===== config.mk =====
export PLATFORM = sky130hd
export DESIGN_NAME = job_queue_scheduler_core
export DESIGN_NICKNAME = d
export VERILOG_FILES = /design/src/rtl/core/jqs_pkg.sv /design/src/rtl/core/job_queue_scheduler_core.sv /design/src/rtl/core/jqs_ram.sv /design/src/rtl/core/jqs_ctrl.sv /design/src/rtl/core/jqs_datapath.sv
export SDC_FILE = /design/constraint.sdc
export NUM_CORES = 1
export LEC_CHECK = 0
export BUFFER_PORTS_ARGS = -buffer_cell sky130_fd_sc_hd__buf_2
export CAP_MARGIN = 20
export CORE_UTILIZATION = 40
export CTS_CLUSTER_SIZE = 40
export DETAILED_ROUTE_END_ITERATION = 7
export PLACE_DENSITY = 0.6
export SETUP_SLACK_MARGIN = 0.3
export SYNTH_ARGS = -nofsm -noshare
export SYNTH_HDL_FRONTEND = slang
export SYNTH_HIERARCHICAL = 1
export SYNTH_SLANG_ARGS = --single-unit

===== constraint.sdc =====
create_clock -name clock -period 5.6 [get_ports clock]
set_clock_uncertainty 0.15 [all_clocks]
set_input_delay 0.56 -clock clock [delete_from_list [all_inputs] [get_ports clock]]
set_output_delay 0.56 -clock clock [all_outputs]
set_load 0.02 [all_outputs]

===== src/rtl/core/jqs_pkg.sv =====
package jqs_pkg;

   // One table entry as it is held in the job memory.
   typedef struct packed {
      logic [7:0]  id;
      logic [7:0]  priority_level;
      logic [15:0] left;
   } jqs_entry_type;

   // Controller states.
   typedef enum logic [3:0] {
      ST_IDLE,
      ST_DECODE,
      ST_SCAN_RD,
      ST_SCAN_CHK,
      ST_SHIFT_RD,
      ST_SHIFT_WR,
      ST_INSERT,
      ST_TICK_RD,
      ST_TICK_WR,
      ST_HEAD_RD,
      ST_DONE
   } jqs_state_type;

   // Which logical table position the memory read port looks at.
   typedef enum logic [1:0] {
      RD_HEAD,
      RD_CURSOR,
      RD_CURSOR_M1
   } jqs_rd_sel_type;

   // Commands from the controller to the datapath.
   typedef struct packed {
      logic           load_req;
      logic           cursor_clr;
      logic           cursor_inc;
      logic           cursor_dec;
      logic           cursor_to_count;
      logic           pos_from_cursor;
      jqs_rd_sel_type rd_sel;
      logic           shift_wr;
      logic           insert;
      logic           tick_update;
      logic           load_rsp;
   } jqs_cmd_type;

   // Status from the datapath to the controller.
   typedef struct packed {
      logic req_func;
      logic full;
      logic empty;
      logic mode;
      logic cursor_at_count;
      logic match;
      logic cursor_next_is_pos;
   } jqs_status_type;

endpackage


===== src/rtl/core/job_queue_scheduler_core.sv =====
// A FIFO add writes the new job at the tail. A priority add first scans the table
// for its insertion point and then moves the jobs from that point on one place
// toward the tail; the scan and the shift share one read port. A refused add and a
// tick on an empty table only read the head back. One request is worked at a time:
// a new one is taken once the last result is loaded into the result register.
// Reset (synchronous, active high) empties the table and selects arrival order.
module job_queue_scheduler_core
   import jqs_pkg::*;
#(
   parameter int TABLE_DEPTH = 16
) (
   input  logic        clock,
   input  logic        reset,
   input  logic        csr_wr_en,
   input  logic        csr_wr_data,
   input  logic        req_valid,
   output logic        req_ready,
   input  logic        req_func,
   input  logic [7:0]  req_job_id,
   input  logic [15:0] req_job_duration,
   input  logic [7:0]  req_job_priority,
   output logic        rsp_valid,
   input  logic        rsp_ready,
   output logic        rsp_accepted,
   output logic        rsp_running_valid,
   output logic [7:0]  rsp_running_id,
   output logic [15:0] rsp_running_left,
   output logic        rsp_finished,
   output logic [7:0]  rsp_finished_id,
   output logic [4:0]  rsp_job_count
);

   jqs_cmd_type    cmd;
   jqs_status_type status;

   // Sequencer for add and tick requests.
   jqs_ctrl u_ctrl (
      .clock     (clock),
      .reset     (reset),
      .req_valid (req_valid),
      .req_ready (req_ready),
      .rsp_valid (rsp_valid),
      .rsp_ready (rsp_ready),
      .status    (status),
      .cmd       (cmd)
   );

   // Job table, pointers and result register.
   jqs_datapath #(
      .TABLE_DEPTH (TABLE_DEPTH)
   ) u_datapath (
      .clock             (clock),
      .reset             (reset),
      .csr_wr_en         (csr_wr_en),
      .csr_wr_data       (csr_wr_data),
      .req_func          (req_func),
      .req_job_id        (req_job_id),
      .req_job_duration  (req_job_duration),
      .req_job_priority  (req_job_priority),
      .rsp_accepted      (rsp_accepted),
      .rsp_running_valid (rsp_running_valid),
      .rsp_running_id    (rsp_running_id),
      .rsp_running_left  (rsp_running_left),
      .rsp_finished      (rsp_finished),
      .rsp_finished_id   (rsp_finished_id),
      .rsp_job_count     (rsp_job_count),
      .cmd               (cmd),
      .status            (status)
   );

endmodule


===== src/rtl/core/jqs_ram.sv =====
module jqs_ram #(
   parameter int WIDTH = 32,
   parameter int DEPTH = 16
) (
   input  logic                     clock,
   input  logic                     wr_en,
   input  logic [$clog2(DEPTH)-1:0] wr_addr,
   input  logic [WIDTH-1:0]         wr_data,
   input  logic [$clog2(DEPTH)-1:0] rd_addr,
   output logic [WIDTH-1:0]         rd_data
);

   logic [WIDTH-1:0] mem_ff [DEPTH];
   logic [WIDTH-1:0] rd_data_ff;

   // One write port and one registered read port.
   always_ff @(posedge clock) begin
      if (wr_en) begin
         mem_ff[wr_addr] <= wr_data;
      end
      rd_data_ff <= mem_ff[rd_addr];
   end

   assign rd_data = rd_data_ff;

endmodule


===== src/rtl/core/jqs_ctrl.sv =====
module jqs_ctrl
   import jqs_pkg::*;
(
   input  logic           clock,
   input  logic           reset,
   input  logic           req_valid,
   output logic           req_ready,
   output logic           rsp_valid,
   input  logic           rsp_ready,
   input  jqs_status_type status,
   output jqs_cmd_type    cmd
);

   jqs_state_type state_ff, state_in;
   logic          rsp_valid_ff, rsp_valid_in;
   logic          rsp_busy;

   assign rsp_busy = rsp_valid_ff && !rsp_ready;

   // Next state.
   always_comb begin
      state_in = state_ff;
      case (state_ff)
         ST_IDLE: begin
            if (req_valid) state_in = ST_DECODE;
         end
         ST_DECODE: begin
            if (!status.req_func) begin
               if (status.full) state_in = ST_HEAD_RD;
               else if (status.mode) state_in = ST_SCAN_RD;
               else state_in = ST_INSERT;
            end else if (status.empty) begin
               state_in = ST_HEAD_RD;
            end else begin
               state_in = ST_TICK_RD;
            end
         end
         ST_SCAN_RD: begin
            state_in = status.cursor_at_count ? ST_INSERT : ST_SCAN_CHK;
         end
         ST_SCAN_CHK: begin
            state_in = status.match ? ST_SHIFT_RD : ST_SCAN_RD;
         end
         ST_SHIFT_RD: state_in = ST_SHIFT_WR;
         ST_SHIFT_WR: begin
            state_in = status.cursor_next_is_pos ? ST_INSERT : ST_SHIFT_RD;
         end
         ST_INSERT:  state_in = ST_HEAD_RD;
         ST_TICK_RD: state_in = ST_TICK_WR;
         ST_TICK_WR: state_in = ST_HEAD_RD;
         ST_HEAD_RD: state_in = ST_DONE;
         ST_DONE: begin
            if (!rsp_busy) state_in = ST_IDLE;
         end
         default: state_in = ST_IDLE;
      endcase
   end

   // Commands to the datapath.
   always_comb begin
      cmd        = '0;
      cmd.rd_sel = RD_HEAD;
      req_ready  = 1'b0;
      case (state_ff)
         ST_IDLE: begin
            req_ready    = 1'b1;
            cmd.load_req = req_valid;
         end
         ST_DECODE: begin
            cmd.cursor_clr      = status.req_func || status.mode;
            cmd.cursor_to_count = !status.req_func && !status.mode;
         end
         ST_SCAN_RD: begin
            cmd.rd_sel          = RD_CURSOR;
            cmd.pos_from_cursor = status.cursor_at_count;
         end
         ST_SCAN_CHK: begin
            cmd.rd_sel          = RD_CURSOR;
            cmd.pos_from_cursor = status.match;
            cmd.cursor_to_count = status.match;
            cmd.cursor_inc      = !status.match;
         end
         ST_SHIFT_RD: cmd.rd_sel = RD_CURSOR_M1;
         ST_SHIFT_WR: begin
            cmd.rd_sel     = RD_CURSOR_M1;
            cmd.shift_wr   = 1'b1;
            cmd.cursor_dec = 1'b1;
         end
         ST_INSERT:  cmd.insert = 1'b1;
         ST_TICK_RD: cmd.rd_sel = RD_HEAD;
         ST_TICK_WR: begin
            cmd.rd_sel      = RD_HEAD;
            cmd.tick_update = 1'b1;
         end
         ST_HEAD_RD: cmd.rd_sel = RD_HEAD;
         ST_DONE: begin
            cmd.rd_sel   = RD_HEAD;
            cmd.load_rsp = !rsp_busy;
         end
         default: cmd = '0;
      endcase
   end

   // Result valid flag: set as the result register loads, cleared when taken.
   always_comb begin
      rsp_valid_in = rsp_valid_ff;
      if (rsp_valid_ff && rsp_ready) rsp_valid_in = 1'b0;
      if (cmd.load_rsp) rsp_valid_in = 1'b1;
   end

   always_ff @(posedge clock) begin
      if (reset) begin
         state_ff     <= ST_IDLE;
         rsp_valid_ff <= 1'b0;
      end else begin
         state_ff     <= state_in;
         rsp_valid_ff <= rsp_valid_in;
      end
   end

   assign rsp_valid = rsp_valid_ff;

   // A new result only appears after the head has been read back.
   a_rsp_from_done: assert property (@(posedge clock) disable iff (reset)
      $rose(rsp_valid_ff) |-> $past(state_ff == ST_DONE))
      else $error("result raised outside the completion state");

   // A job is never written into a full table.
   a_no_insert_full: assert property (@(posedge clock) disable iff (reset)
      cmd.insert |-> !status.full)
      else $error("insert issued on a full table");

endmodule


===== src/rtl/core/jqs_datapath.sv =====
module jqs_datapath
   import jqs_pkg::*;
#(
   parameter int TABLE_DEPTH = 16
) (
   input  logic           clock,
   input  logic           reset,
   input  logic           csr_wr_en,
   input  logic           csr_wr_data,
   input  logic           req_func,
   input  logic [7:0]     req_job_id,
   input  logic [15:0]    req_job_duration,
   input  logic [7:0]     req_job_priority,
   output logic           rsp_accepted,
   output logic           rsp_running_valid,
   output logic [7:0]     rsp_running_id,
   output logic [15:0]    rsp_running_left,
   output logic           rsp_finished,
   output logic [7:0]     rsp_finished_id,
   output logic [4:0]     rsp_job_count,
   input  jqs_cmd_type    cmd,
   output jqs_status_type status
);

   localparam int IW = $clog2(TABLE_DEPTH);
   localparam int CW = $clog2(TABLE_DEPTH + 1);
   localparam int SW = CW + 1;

   // Logical position to memory address, the table being a ring from the head.
   function automatic logic [IW-1:0] phys(input logic [IW-1:0] head,
                                          input logic [CW-1:0] idx);
      logic [SW-1:0] sum;
      sum = SW'(head) + SW'(idx);
      if (sum >= SW'(TABLE_DEPTH)) sum = sum - SW'(TABLE_DEPTH);
      return sum[IW-1:0];
   endfunction

   logic                mode_ff;
   logic [CW-1:0]       count_ff, count_in;
   logic [IW-1:0]       head_ff, head_in;
   logic [CW-1:0]       cursor_ff, cursor_in;
   logic [CW-1:0]       pos_ff;
   logic                func_ff;
   jqs_entry_type       new_ff;
   logic                accepted_ff, finished_ff;
   logic [7:0]          fin_id_ff;

   logic                rsp_accepted_ff, rsp_running_valid_ff, rsp_finished_ff;
   logic [7:0]          rsp_running_id_ff, rsp_finished_id_ff;
   logic [15:0]         rsp_running_left_ff;
   logic [4:0]          rsp_job_count_ff;

   logic [CW-1:0]       rd_idx;
   logic [IW-1:0]       rd_addr, wr_addr;
   logic                wr_en;
   jqs_entry_type       wr_data, rd_data;
   logic [15:0]         tick_left;
   logic                tick_done;

   // Job memory.
   jqs_ram #(
      .WIDTH ($bits(jqs_entry_type)),
      .DEPTH (TABLE_DEPTH)
   ) u_ram (
      .clock   (clock),
      .wr_en   (wr_en),
      .wr_addr (wr_addr),
      .wr_data (wr_data),
      .rd_addr (rd_addr),
      .rd_data (rd_data)
   );

   // Read address selection.
   always_comb begin
      case (cmd.rd_sel)
         RD_HEAD:      rd_idx = '0;
         RD_CURSOR:    rd_idx = cursor_ff;
         RD_CURSOR_M1: rd_idx = cursor_ff - 1'b1;
         default:      rd_idx = '0;
      endcase
   end
   assign rd_addr = phys(head_ff, rd_idx);

   // Tick arithmetic on the head entry.
   assign tick_left = (rd_data.left != 16'd0) ? rd_data.left - 16'd1 : 16'd0;
   assign tick_done = (tick_left == 16'd0);

   // Write port: shifted entry, new entry or decremented head.
   always_comb begin
      wr_en   = 1'b0;
      wr_addr = phys(head_ff, cursor_ff);
      wr_data = rd_data;
      if (cmd.shift_wr) begin
         wr_en = 1'b1;
      end else if (cmd.insert) begin
         wr_en   = 1'b1;
         wr_data = new_ff;
      end else if (cmd.tick_update) begin
         wr_en        = !tick_done;
         wr_addr      = head_ff;
         wr_data.left = tick_left;
      end
   end

   // Fill count, head pointer and scan cursor.
   always_comb begin
      count_in  = count_ff;
      head_in   = head_ff;
      cursor_in = cursor_ff;
      if (cmd.insert) count_in = count_ff + 1'b1;
      if (cmd.tick_update && tick_done) begin
         count_in = count_ff - 1'b1;
         head_in  = (head_ff == IW'(TABLE_DEPTH - 1)) ? '0 : head_ff + 1'b1;
      end
      if (cmd.cursor_clr) cursor_in = '0;
      else if (cmd.cursor_to_count) cursor_in = count_ff;
      else if (cmd.cursor_inc) cursor_in = cursor_ff + 1'b1;
      else if (cmd.cursor_dec) cursor_in = cursor_ff - 1'b1;
   end

   always_ff @(posedge clock) begin
      if (reset) begin
         mode_ff  <= 1'b0;
         count_ff <= '0;
         head_ff  <= '0;
      end else begin
         if (csr_wr_en) mode_ff <= csr_wr_data;
         count_ff <= count_in;
         head_ff  <= head_in;
      end
   end

   // Working registers of the current request.
   always_ff @(posedge clock) begin
      cursor_ff <= cursor_in;
      if (cmd.pos_from_cursor) pos_ff <= cursor_ff;
      if (cmd.load_req) begin
         func_ff               <= req_func;
         new_ff.id             <= req_job_id;
         new_ff.priority_level <= req_job_priority;
         new_ff.left           <= (req_job_duration == 16'd0) ? 16'd1 : req_job_duration;
         accepted_ff           <= 1'b0;
         finished_ff           <= 1'b0;
         fin_id_ff             <= 8'd0;
      end
      if (cmd.insert) accepted_ff <= 1'b1;
      if (cmd.tick_update && tick_done) begin
         finished_ff <= 1'b1;
         fin_id_ff   <= rd_data.id;
      end
   end

   // Result register, loaded while the head entry sits on the read port.
   always_ff @(posedge clock) begin
      if (cmd.load_rsp) begin
         rsp_accepted_ff      <= accepted_ff;
         rsp_running_valid_ff <= (count_ff != '0);
         rsp_running_id_ff    <= (count_ff != '0) ? rd_data.id : 8'd0;
         rsp_running_left_ff  <= (count_ff != '0) ? rd_data.left : 16'd0;
         rsp_finished_ff      <= finished_ff;
         rsp_finished_id_ff   <= fin_id_ff;
         rsp_job_count_ff     <= 5'(count_ff);
      end
   end

   assign rsp_accepted      = rsp_accepted_ff;
   assign rsp_running_valid = rsp_running_valid_ff;
   assign rsp_running_id    = rsp_running_id_ff;
   assign rsp_running_left  = rsp_running_left_ff;
   assign rsp_finished      = rsp_finished_ff;
   assign rsp_finished_id   = rsp_finished_id_ff;
   assign rsp_job_count     = rsp_job_count_ff;

   // Status to the controller.
   always_comb begin
      status.req_func           = func_ff;
      status.full               = (count_ff == CW'(TABLE_DEPTH));
      status.empty              = (count_ff == '0);
      status.mode               = mode_ff;
      status.cursor_at_count    = (cursor_ff == count_ff);
      status.match              = (rd_data.priority_level > new_ff.priority_level) ||
                                  ((rd_data.priority_level == new_ff.priority_level) &&
                                   (rd_data.left > new_ff.left));
      status.cursor_next_is_pos = (cursor_ff == pos_ff + 1'b1);
   end

   // The fill count never passes the table depth.
   a_count_bound: assert property (@(posedge clock) disable iff (reset)
      count_ff <= CW'(TABLE_DEPTH))
      else $error("job count above table depth");

   // Every insert grows the table by exactly one entry.
   a_insert_grows: assert property (@(posedge clock) disable iff (reset)
      cmd.insert |=> count_ff == $past(count_ff) + 1'b1)
      else $error("insert did not grow the table");

endmodule

### Word level (Yosys, flattened, before mapping)

Memory sizes are Yosys's and may differ from the RTL's. A register that Yosys moved wholly into a read port is not among the register bits.
Index checks and enable logic that the tools add are counted.

| word-level totals | value |
|---|---|
| register bits | 108 |
| RAM bits | 512 |
| bits of input ports | 39 |
| output and inout port bits | 42 |
| memories | 1 |

| cells by class | value |
|---|---|
| add/subtract/negate cells | 11 |
| order comparisons | 4 |
| equal/unequal tests | 19 |
| muxes and demuxes | 47 |
| reduce and logical (&&, ||, !) cells | 27 |

Memories:

| name | depth | width | read ports | clocked after Yosys merged registers in | write ports | RTL line | source |
|---|---|---|---|---|---|---|---|
| u_datapath.u_ram.mem_ff | 16 | 32 | 1 | 1 | 1 | jqs_ram.sv:13 | `logic [WIDTH-1:0] mem_ff [DEPTH];` |

Operators by type and width:

| kind | count |
|---|---|
| 16-bit 2-to-1 mux | 4 |
| 4-bit 2-to-1 mux | 11 |
| 4-bit one-hot mux with 10 select lines | 1 |
| 16-bit logical NOT | 2 |
| 32-bit 2-to-1 mux | 1 |
| 5-bit 2-to-1 mux | 5 |
| 4-bit by 3-bit equality test with 1-bit output (second input constant) | 4 |
| 4-bit equality test (second input constant) | 4 |
| 16-bit greater-than comparator | 1 |
| 8-bit 2-to-1 mux | 2 |
| 16-bit nonzero test | 1 |
| 16-bit by 1-bit subtractor with 16-bit output (second input constant) | 1 |
| 5-bit by 1-bit adder with 5-bit output (second input constant) | 3 |
| 1-bit 2-to-1 mux | 15 |
| 4-bit by 5-bit adder with 6-bit output | 2 |
| 6-bit by 5-bit greater-or-equal comparator with 1-bit output (second input constant) | 2 |
| 5-bit equality test | 2 |
| 5-bit one-hot mux with 2 select lines | 1 |
| 5-bit by 1-bit subtractor with 5-bit output (second input constant) | 2 |
| 3-bit 2-to-1 mux | 3 |
| 4-bit by 2-bit equality test with 1-bit output (second input constant) | 2 |
| 8-bit equality test | 1 |
| 8-bit greater-than comparator | 1 |
| 4-bit by 1-bit subtractor with 4-bit output (second input constant) | 2 |
| 19 further kinds | 35 |

### Depth between registers and ports, before layout

Gate-level depths: netlist of run 1.

| depth | value |
|---|---|
| word-level depth | 9 |
| depth in mapped cells | 18 |

### Hierarchy

Netlist of run 1, hierarchy kept.

Modules (own cells, without submodules):

| module | instances | cells each | area an instance (um^2) | seq. area each (um^2) |
|---|---|---|---|---|
| jqs_ram | 1 | 838 | 19854.0 | 16015.4 |
| jqs_datapath | 1 | 580 | 6080.8 | 2922.8 |
| jqs_ctrl | 1 | 63 | 489.2 | 100.1 |

### Least setup slack after synthesis of run 1

No wires, ideal clock.

| timing path | value |
|---|---|
| path kind | register -> register |
| start point | register u_ctrl.state_ff[0] |
| end point | memory u_datapath.u_ram.mem_ff[0][0] (enable) |
| data arrival time | 4497 ps |
| slack | 492 ps |
| stages on the path, launching flop included | 11 |
| clock period less this slack | 5108 ps |
| cell sequence | dfxtp_1 buf_2 nor2_1 and3_1 clkbuf_1 nand2b_1 nor2_1 nor2_1 xor2_1 or3b_2 nor3_1 |

RTL lines:

| what | RTL line | source |
|---|---|---|
| start: declaration | jqs_ctrl.sv:14 | `jqs_state_type state_ff, state_in;` |
| start signal: assignment | jqs_ctrl.sv:116 | `state_ff <= state_in;` |
| end: declaration | jqs_ram.sv:13 |  |

==> results by group, run 1 <==
STA
  • Worst Tran Pin Value: 1.02 ns
  • Setup Viol. Count Final: 0
  • Worst Hold Margin: 0.0748 ns
  • Final setup margin: 1.24 ns
  • Final hold vios: 0
  • Worst relative slew slack: 0.316
  • Final min period: 4.36 ns
  • Period utilization: 0.779
  • Unrepaired setup endpoints after global routing: false
  • Max Clk Rate: 229 MHz
  • Max-slew violation total from the final report: 0
  • Setup TNS: 0 ns

Clocking
  • Clk sink count: 652
  • H-tree Lvls: 3
  • Clock Path Buffers: 3
  • CTS tree: done
  • Register clock-pin slew on the reported worst setup and hold paths: 0.06 ns
  • Clock Tree Root: clkbuf_16
  • Post-CTS Resized: 0
  • Worst skew pair latency: 0.60 ns
  • Post-CTS Hold Fix Bufs: 32
  • Post-CTS Setup Bufs: 0
  • CTS buffer count: 70

Detailed routing
  • DRT Wirelength: 59.3 mm
  • 1st-iter DRT viols: 1093
  • Vias per cell: 5.53
  • Antenna Violating Nets Remaining: 0
  • Drt pass-1 iters: 5
  • Wirelength per Cell: 23.4 µm
  • Vias post-DR: 14000
  • Drt drc: 0

Critical path
  • CP endpoint kind: flop
  • CP cell instances: inv_2 > nor3_1 > ha_1 > a22oi_1 > or2_2 > inv_1 > ha_1 > a21o_1 > a21oi_1 > xor2_1 > xnor2_1 > nor2b_4 > buf_4 > a22oi_1 > nand2_1
  • Worst Path Required: 5.97 ns
  • Slowest CP cell: dfxtp_1
  • Crit path max fanout: 32
  • WS Path Type: reg2reg
  • CP arrival: 4.73 ns
  • Startpoint types: flop
  • Max incr delay on CP: 0.57 ns

Placement
  • Routability congestion estimate: 0.852
  • I/O Buffers: 80
  • Setup WS pre-CTS: 1.30 ns
  • Post-DP HPWL: 33.8 mm

Die
  • Die X: 259 µm
  • Core Box Area: 0.0648 mm²
  • Starting Density: 0.408
  • IO Pins: 81
  • Placement Rows: 93
  • Die ar.: 0.0671 mm²
  • Die Ht: 259 µm

Cells and area
  • Nets: 1701
  • Layout cells sized above 1: 0.256
  • Antenna Cells: 0
  • Post-layout util: 0.475
  • P&R area growth vs syn: 16.5%

Synthesis
  • Post-synth ARST share: 0
  • Yosys warnings: 6
  • Post-synth top area cell: edfxtp_1
  • Netlist cell types: 72
  • Cell with the most instances after synthesis: edfxtp_1
  • Synth Register Bits: 652
  • Avg Cell Area, Syn: 17.8 µm²
  • Top post-synthesis cells by area: edfxtp_1 68%, mux4_2 11%, dfxtp_1 4.1%, a22oi_1 1.9%, ha_1 1.9%
  • Yosys top cell area share: 0.680
  • Synthesized instance count: 1481
  • Leading register cell type out of synthesis: edfxtp_1
  • Number of flops mapped to enable cells by yosys: 598
  • Sequential area share after synthesis: 0.720
  • Synth cell count leaders: 598 x edfxtp_1, 128 x mux4_2, 67 x a22oi_1
  • Syn Std Cell Area: 0.0264 mm²
  • Post-Syn Nets: 1563

Global route
  • Total gr overflow: 0
  • Initial antenna violation count: 1
  • Largest net degree at the start of global routing: 88
  • Global-route wire length before repair: 89.7 mm
  • Vias in the first global route: 14300
  • GRT Total Usage: 0.181

Power
  • Total power per unit cell area: 500 mW/mm²
  • Max VDD drop: 0.399 mV
  • Leakage Power: 10.1 nW
  • Total power: 15.4 mW

Worst hold path
  • HP Class: in2reg

Run
  • Max cap viols: 0

Run status
  • Outcome: finished, final reports clean
[registers in the layout, indices dropped and copies added, names as in the netlist, 5 cells and up]
name	cells
u_datapath/rsp_running_left	16
u_datapath/rsp_job_count	5
u_datapath/count_ff	5
u_datapath/new_ff	32
u_datapath/u_ram/rd_data	32
u_datapath/cursor_ff	5
u_datapath/fin_id_ff	8
u_datapath/rsp_running_id	8
u_datapath/rsp_finished_id	8
u_datapath/u_ram/mem_ff	512
u_datapath/pos_ff	5
[path summary, 6_finish.rpt]
check             slack [ns]               startpoint                             to  cells after the start
setup / recovery        1.24       u_ctrl/state_ff[2]   u_datapath/u_ram/rd_data[17]                     15
hold / removal          0.07              csr_wr_data             u_datapath/mode_ff                      3
setup reg to reg        1.24       u_ctrl/state_ff[2]   u_datapath/u_ram/rd_data[17]                     15
hold reg to reg         0.27  u_datapath/fin_id_ff[3]  u_datapath/rsp_finished_id[3]                      0
[where the power goes]
group / total [mW] / leakage, nW / switching [mW] / internal [mW]
Clock: 4.74 / 1.17 / 1.85 / 2.89
Sequential: 6.95 / 5.85 / 0.454 / 6.50
Combinational: 3.72 / 3.08 / 2.22 / 1.49
Total: 15.4 / 10.1 / 4.53 / 10.9
[kinds of logic after synthesis]
family / after synthesis / share of synthesized area
flops: 652 / 0.720
simple gates: 275 / 0.0556
compound gates: 191 / 0.0497
mux: 155 / 0.120
buf+inv: 139 / 0.0241
fa+ha+maj: 43 / 0.0212
xor+xnor: 26 / 0.00862
[layout by cell type (no fill, tap or decap), types with 15 or more instances in the layout]
cell type and instances:
nor3_1 27, inv_1 45, xnor2_1 15, dlygate4sd3_1 32
mux2_2 18, edfxtp_1 598, a22oi_1 67, clkbuf_16 74
clkbuf_1 15, a21oi_1 38, o21ai_0 26, nor2b_1 30
ha_1 39, mux4_2 128, nor2_1 50, buf_4 34
dfxtp_1 54, nand2_1 62, buf_2 80
[area by class of cell]
class	count	area (µm²)
Tap cell	855	1070
Clock buffer	96	2000
Sequential cell	652	19000
Timing Repair Buffer	157	1180
Multi-Input combinational cell	690	6920
Inverter	48	183
Clock inverter	33	392
Fill cell	5364	34000
[layer usage]
metal	vias to the layer above	share of wire	global-route usage
met3	97	0.053	0.0286
met2	428	0.48	0.291
met4	0	0.022	0.0539
li1	6187	-	-
met1	7278	0.44	0.253
met5	-	0	0
[critical path, delay by kind of cell, from the launching register on]
kind	cells	cell delay [ns]
flip-flops	1	0.57
buffers and inverters	3	0.68
AO/OA/AOI/OAI	4	0.60
XOR/XNOR	2	0.61
AND/OR/NAND/NOR	4	1.10
adder cells (fa/ha/maj)	2	0.54
[per-stage QoR]
stage	cells	instance area [µm²]
2_1_floorplan	1481	26400
5_1_grt	2531	30800
6_report	2531	30800
4_1_cts	2526	30700
3_5_place_dp	2365	28000
3_3_place_gp	2365	28000
Power figures use the tool's default switching activity.
==> run 2, diff against run 1 <==
--- a/config.mk
+++ b/config.mk
@@ -10,7 +10,7 @@
 export CORE_UTILIZATION = 40
 export CTS_CLUSTER_SIZE = 40
 export DETAILED_ROUTE_END_ITERATION = 7
-export PLACE_DENSITY = 0.6
+export PLACE_DENSITY = 0.62
 export SETUP_SLACK_MARGIN = 0.3
 export SYNTH_ARGS = -nofsm -noshare
 export SYNTH_HDL_FRONTEND = slang
==> constraint.sdc (replaced) <==
create_clock -name clock -period 4 [get_ports clock]
set_clock_uncertainty 0.15 [all_clocks]
set_input_delay 0.4 -clock clock [delete_from_list [all_inputs] [get_ports clock]]
set_output_delay 0.4 -clock clock [all_outputs]
set_load 0.02 [all_outputs]
==> results by group, run 2 (synthesis gave the netlist of run 1 again) <==
Detailed routing
  • Vias per cell: 5.45
  • Drt drc: 0
  • Antenna Violating Nets Remaining: 0
  • Drt pass-1 iters: 5
  • Wirelength per Cell: 23.2 µm
  • DRT Wirelength: 60.3 mm
  • 1st-iter DRT viols: 1225
  • Vias post-DR: 14200

STA
  • Worst Hold Margin: 0.0716 ns
  • Period utilization: 0.883
  • Setup Viol. Count Final: 0
  • Final hold vios: 0
  • Max Clk Rate: 283 MHz
  • Unrepaired setup endpoints after global routing: false
  • Worst relative slew slack: 0.272
  • Worst Tran Pin Value: 1.09 ns
  • Max-slew violation total from the final report: 0
  • Final min period: 3.53 ns

Die
  • Die Ht: 259 µm
  • Die X: 259 µm
  • IO Pins: 81
  • Core Box Area: 0.0648 mm²
  • Die ar.: 0.0671 mm²
  • Placement Rows: 93
  • Starting Density: 0.408

Cells and area
  • Post-Layout Cell Count: 2602
  • Layout cells sized above 1: 0.289
  • Largest register FFs: 512
  • P&R area growth vs syn: 18.6%
  • Post-layout util: 0.483
  • # fillers: 5354
  • Nets: 1776
  • Leading cell type in the layout, fill and taps excluded: edfxtp_1
  • Largest Register: u_datapath/u_ram/mem_ff
  • Antenna Cells: 0
  • Most frequent cells in the layout: 598 x edfxtp_1, 128 x mux4_2, 88 x buf_4, 80 x buf_2, 69 x clkbuf_16

Critical path
  • CP delay by family, top: simple AND/OR/NAND/NOR gates
  • Most frequent CP cell: nor2_1
  • Crit path max fanout: 14
  • Startpoint types: flop
  • Max incr delay on CP: 0.37 ns
  • CP arrival: 3.67 ns
  • CP endpoint kind: flop
  • WS Path Type: reg2reg
  • Crit path buf inv count: 3
  • Worst Path Required: 4.14 ns
  • Slowest CP cell: nand3_1
  • CP cell instances: buf_4 > nor2_1 > and3_1 > nand2b_1 > nor2_1 > nor2_1 > xor2_1 > nand3_1 > buf_4 > nor2_4 > buf_12

Power
  • Power share of the clock group: 0.277
  • Sequential Power Share: 0.448
  • Leakage Power: 10.4 nW
  • Net Sw Frac: 0.303
  • Comb pwr share: 0.275
  • Internal power: 14.9 mW
  • Max VDD drop: 0.314 mV
  • Total power per unit cell area: 681 mW/mm²
  • Switching pwr: 6.47 mW
  • Total power: 21.3 mW

Clocking
  • Register clock-pin slew on the reported worst setup and hold paths: 0.06 ns
  • Clk sink count: 652
  • CTS tree: done
  • Worst skew pair latency: 0.61 ns
  • CTS buffer count: 68
  • H-tree Lvls: 3
  • Clock Path Buffers: 3
  • Clock Tree Root: clkbuf_16

Worst hold path
  • HP Class: in2reg

Placement
  • I/O Buffers: 80
  • Routability congestion estimate: 0.849
  • Post-DP HPWL: 36.4 mm
  • Post-Place Cells: 2415

Global route
  • GRT Total Usage: 0.181
  • Largest net degree at the start of global routing: 59
  • Initial antenna violation count: 1
  • Global-route wire length before repair: 90.6 mm
  • Vias in the first global route: 14500
  • Total gr overflow: 0

Run status
  • Outcome: finished, final reports clean

Run
  • Max cap viols: 0
==> run 2: worst paths after layout <==
check,endpoint,depth (start not counted),slack [ns],start
setup / recovery,u_datapath/u_ram/mem_ff[15][15],11,0.47,u_ctrl/state_ff[2]
hold / removal,u_ctrl/state_ff[2],2,0.07,reset
setup reg to reg,u_datapath/u_ram/mem_ff[15][15],11,0.47,u_ctrl/state_ff[2]
hold reg to reg,u_datapath/rsp_finished_id[6],0,0.27,u_datapath/fin_id_ff[6]
==> run 2: through the flow <==
stage               TNS, ns  setup slack (ns)  area (µm²)
floorplan             -2.34           -0.0292       26500
global placement          0             0.246       28600
detailed placement        0             0.223       28600
CTS                       0             0.318       31100
global route              0             0.300       31300
finish                    0             0.469       31300
==> run 2: worst register-to-register path, delay by kind of cell (launching register included) <==
kind                      cells  cell delay, ns
buffers and inverters         3            0.70
xor gates and xnor gates      1            0.35
DFF                           1            0.32
and+or+nand+nor               7            1.71
==> run 2: power groups by stage <==
stage | logic, mW | registers, mW | clock network, mW
after detailed placement | 5.75 | 9.70 | 0
final | 5.87 | 9.57 | 5.90
after global routing | 6.41 | 9.63 | 6.28
after CTS | 5.82 | 9.56 | 6.04
after floorplan | 3.90 | 9.50 | 0
after global placement | 5.62 | 9.68 | 0
==> run 2: final cells by class <==
cell class	count	area [µm²]	share of cell area
Tap cell	855	1070	0.0341
Clock inverter	35	272	0.00866
Clock buffer	88	1800	0.0574
Multi-Input combinational cell	693	7030	0.224
Sequential cell	652	19000	0.608
Timing Repair Buffer	231	1940	0.0620
Inverter	48	183	0.00583
==> run 2: routing by layer <==
metal,track usage,part of all wire,routed length (µm)
met5,0,0,0
met4,0.0495,0.018,1060
met3,0.0261,0.053,3180
met2,0.306,0.50,30300
met1,0.245,0.43,25800
==> run 2: timing repair <==
| action | CTS | global route |
|---|---|---|
| hold buffers | 36 | 0 |
| gates cloned | 2 | 1 |
| endpoints found under the setup margin | 34 | 115 |
| gates resized for setup | 5 | 15 |
| pin swaps | 3 | 5 |
| endpoints found under the hold margin | 35 | 0 |
| buffers inserted | 4 | 18 |
